File: config.mk
export PLATFORM = sky130hd
export DESIGN_NAME = blrt_ram
export DESIGN_NICKNAME = d
export VERILOG_FILES = /design/src/rtl/blrt_ram.sv
export SDC_FILE = /design/constraint.sdc
export NUM_CORES = 1
export LEC_CHECK = 0
export BUFFER_PORTS_ARGS = -buffer_cell sky130_fd_sc_hd__buf_4
export CAP_MARGIN = 20
export CORE_AREA = 2 2 300 302
export DETAILED_ROUTE_END_ITERATION = 12
export DIE_AREA = 0 0 302 304
export PLACE_DENSITY = 0.33
export SETUP_SLACK_MARGIN = 0.4
export SYNTH_ARGS = -nofsm -noshare
export SYNTH_HDL_FRONTEND = slang
export SYNTH_SLANG_ARGS = --single-unit
File: constraint.sdc
create_clock -name clk_i -period 5.3 [get_ports clk_i]
set_input_delay 0.53 -clock clk_i [delete_from_list [all_inputs] [get_ports clk_i]]
set_output_delay 0.53 -clock clk_i [all_outputs]
set_load 0.01 [all_outputs]
File: src/rtl/blrt_ram.sv
// ----------------------------------------------------------------------------
// blrt_ram
// generic single write, single read ram with registered read data
// ----------------------------------------------------------------------------
`default_nettype none

module blrt_ram #(
  parameter int WIDTH = 8,
  parameter int DEPTH = 64
) (
  input  wire logic                     clk_i,
  input  wire logic                     we_i,
  input  wire logic [$clog2(DEPTH)-1:0] waddr_i,
  input  wire logic [WIDTH-1:0]         wdata_i,
  input  wire logic [$clog2(DEPTH)-1:0] raddr_i,
  output logic      [WIDTH-1:0]         rdata_o
);

  logic [WIDTH-1:0] mem_q [DEPTH];

  // write port and registered read port
  always_ff @(posedge clk_i) begin
    if (we_i) begin
      mem_q[waddr_i] <= wdata_i;
    end
    rdata_o <= mem_q[raddr_i];
  end

endmodule

`default_nettype wire

==> summary.txt <==
Status = completed
Die Ht = 304 um
Min Tclk post-route = 2820 ps
Vias/cell = 4.26
Vias in the first global route = 9965
Die area = 91800 um2
Worst EP required = 5780 ps
Share of power burned in registers = 48.5%
1st-pass router iterations = 6
# hold bufs at CTS = 0
Pin count of the biggest net entering global routing = 70
Setup TNS = 0 ps
Total gr overflow = 0
Synthesized Nets = 962
Remaining DRCs = 0
GRT Total Usage = 12.6%
Synth async-reset ratio = 0%
Via count = 9462
Hold slack final = 328 ps
Clk Tree Root Cell = clkbuf_16
Starting Density = 22.6%
Slew HR = 28.2%
Switching pwr = 0.00206 W
Row count = 110
Finished Cell Area = 23800 um2
# setup viols final = 0
IO Pins = 30
Max H-tree Level = 2
Worst EP arrival = 3300 ps
Clock power share = 46.7%
Final wirelength = 57500 um
Clock skew = 25.4 ps
Maximum vdd drop = 0.244 mV
FF-to-FF Start = mem_q[46][0]
Port Buffers = 29
Comb pwr share = 4.8%
Syn Inst Count = 940
Post-CTS resize count = 0
Starting DRT DRC Count = 727
Avg Synthesized Cell Area = 21.5 um2
Final hold violations = 0
Register area share after synthesis = 77.0%
Internal = 0.00736 W
Crit. Startpoint = raddr_i[1]
Net Sw Frac = 21.9%
CP Capture Type = register
Core Region = 89000 um2
Max Clk Rate = 355 MHz
Final net count = 1018
Pre-CTS WS = 1650 ps
Power Density = 396 nW/um2
Commonest non-fill, non-tap cells in the layout = edfxtp_1, mux4_2, nor2_1
Post-route antenna net violation count = 0
Clk Latency, worst-skew pair = 630 ps
Post-Place Cell Area = 21700 um2
Max-slew violation count = 0
Clock sinks = 520
Final period util = 53.2%
Wire per inst = 25.9 um
Clock slew at reported path FFs = 60 ps
Initial antenna violation count = 0
CTS tree = built
Hpwl dp = 34600 um
Synthesized flop and latch total = 520
Die W = 302 um
Final worst slack = 2480 ps
Hold Crit Class = primary input to register
Cell area after synthesis = 20200 um2
# Max-Cap Violations = 0
Ant diodes = 0
Synth cell types = 40
Post-synth EDFFs = 512
Most common flop cell mapped by yosys = edfxtp_1
Clk buf depth = 3
Pwr Total = 0.00943 W
Worst Path Max Fanout = 36
Yosys Warn Count = 0
RePlAce Congestion = 0.705
First-pass GRT wire length = 81100 um
LEAKAGE = 7.21 nW
TritonCTS buffer count = 60
Area delta synth->final = 17.9%
HP Start = raddr_i[5]
Commonest non-fill, non-tap cell in the layout = edfxtp_1
Worst setup path class = primary input to register
Postcts setup bufs = 0
Worst slew pin tran = 1070 ps
RSZ-0062 raised after global routing = no
CP Launch Type = primary input
Share of post-route cells with drive strength above 1 = 26.6%
==> metrics by stage <==
step	std cells	util, %
global placement	2105	24.3
CTS	2222	26.7
detailed placement	2109	24.4
finish	2223	26.7
floorplan	940	-
global route	2223	26.7
==> Yosys cell counts (all sizes together) (8+ instances only) <==
cell type	n	area share, %
nor2b	14	0.43
dfxtp	8	0.79
mux2i	23	1.1
nand2	19	0.35
buf	34	1.3
mux4	126	14
mux2	13	0.73
edfxtp	512	76
nand3	13	0.32
clkbuf	17	0.32
nor2	83	1.5
o221ai	8	0.35
o22ai	8	0.25
==> worst paths after layout <==
path	to	slack [ps]	cells past startpoint
min reg2reg	rdata_o[4]	840	3
max	rdata_o[0]	2480	6
max reg2reg	rdata_o[0]	3040	4
min	rdata_o[4]	330	3
==> critical path, cell delays in order <==
cell and delay, ps:
buf_4 500, buf_4 420, mux4_2 560, mux2_2 290, a221oi_1 810, o2bb2ai_1 160
==> area by class of cell <==
class / count / area (um2)
clock inverters: 47 / 548
well taps: 1176 / 1470
fillers: 8832 / 65300
flip-flops and latches: 520 / 15500
multi-input cells: 369 / 4320
clock buffers: 66 / 1520
repair buffers: 45 / 385
==> sequential cells by signal (all words and copies together) (netlist names) <==
| name | count |
|---|---|
| mem_q | 512 |
| rdata_o | 8 |
==> power groups by stage <==
stage	Sequential (W)	Combinational [W]	Clock, W
finish	0.00457	0.000453	0.00440
global route	0.00457	0.000494	0.00465
CTS	0.00457	0.000472	0.00452
detailed placement	0.00466	0.000472	0
global placement	0.00466	0.000469	0
floorplan	0.00465	0.000243	0
==> layer usage <==
metal	wire length, um	global-route usage [%]
met5	0	0
met2	26900	19.7
met1	27600	18.2
met3	1880	2.11
met4	1100	3.02
==> cells by family (layout without fill, tap and decap cells) <==
logic type / count (synthesis) / after routing / synth area share, %
AOI/OAI and AO/OA: 54 / 54 / 2.07
buffers and inverters: 51 / 158 / 1.57
DFF: 520 / 520 / 77.0
muxes: 162 / 162 / 15.9
and+or+nand+nor: 153 / 153 / 3.39
(Power assumes the default switching activity.)
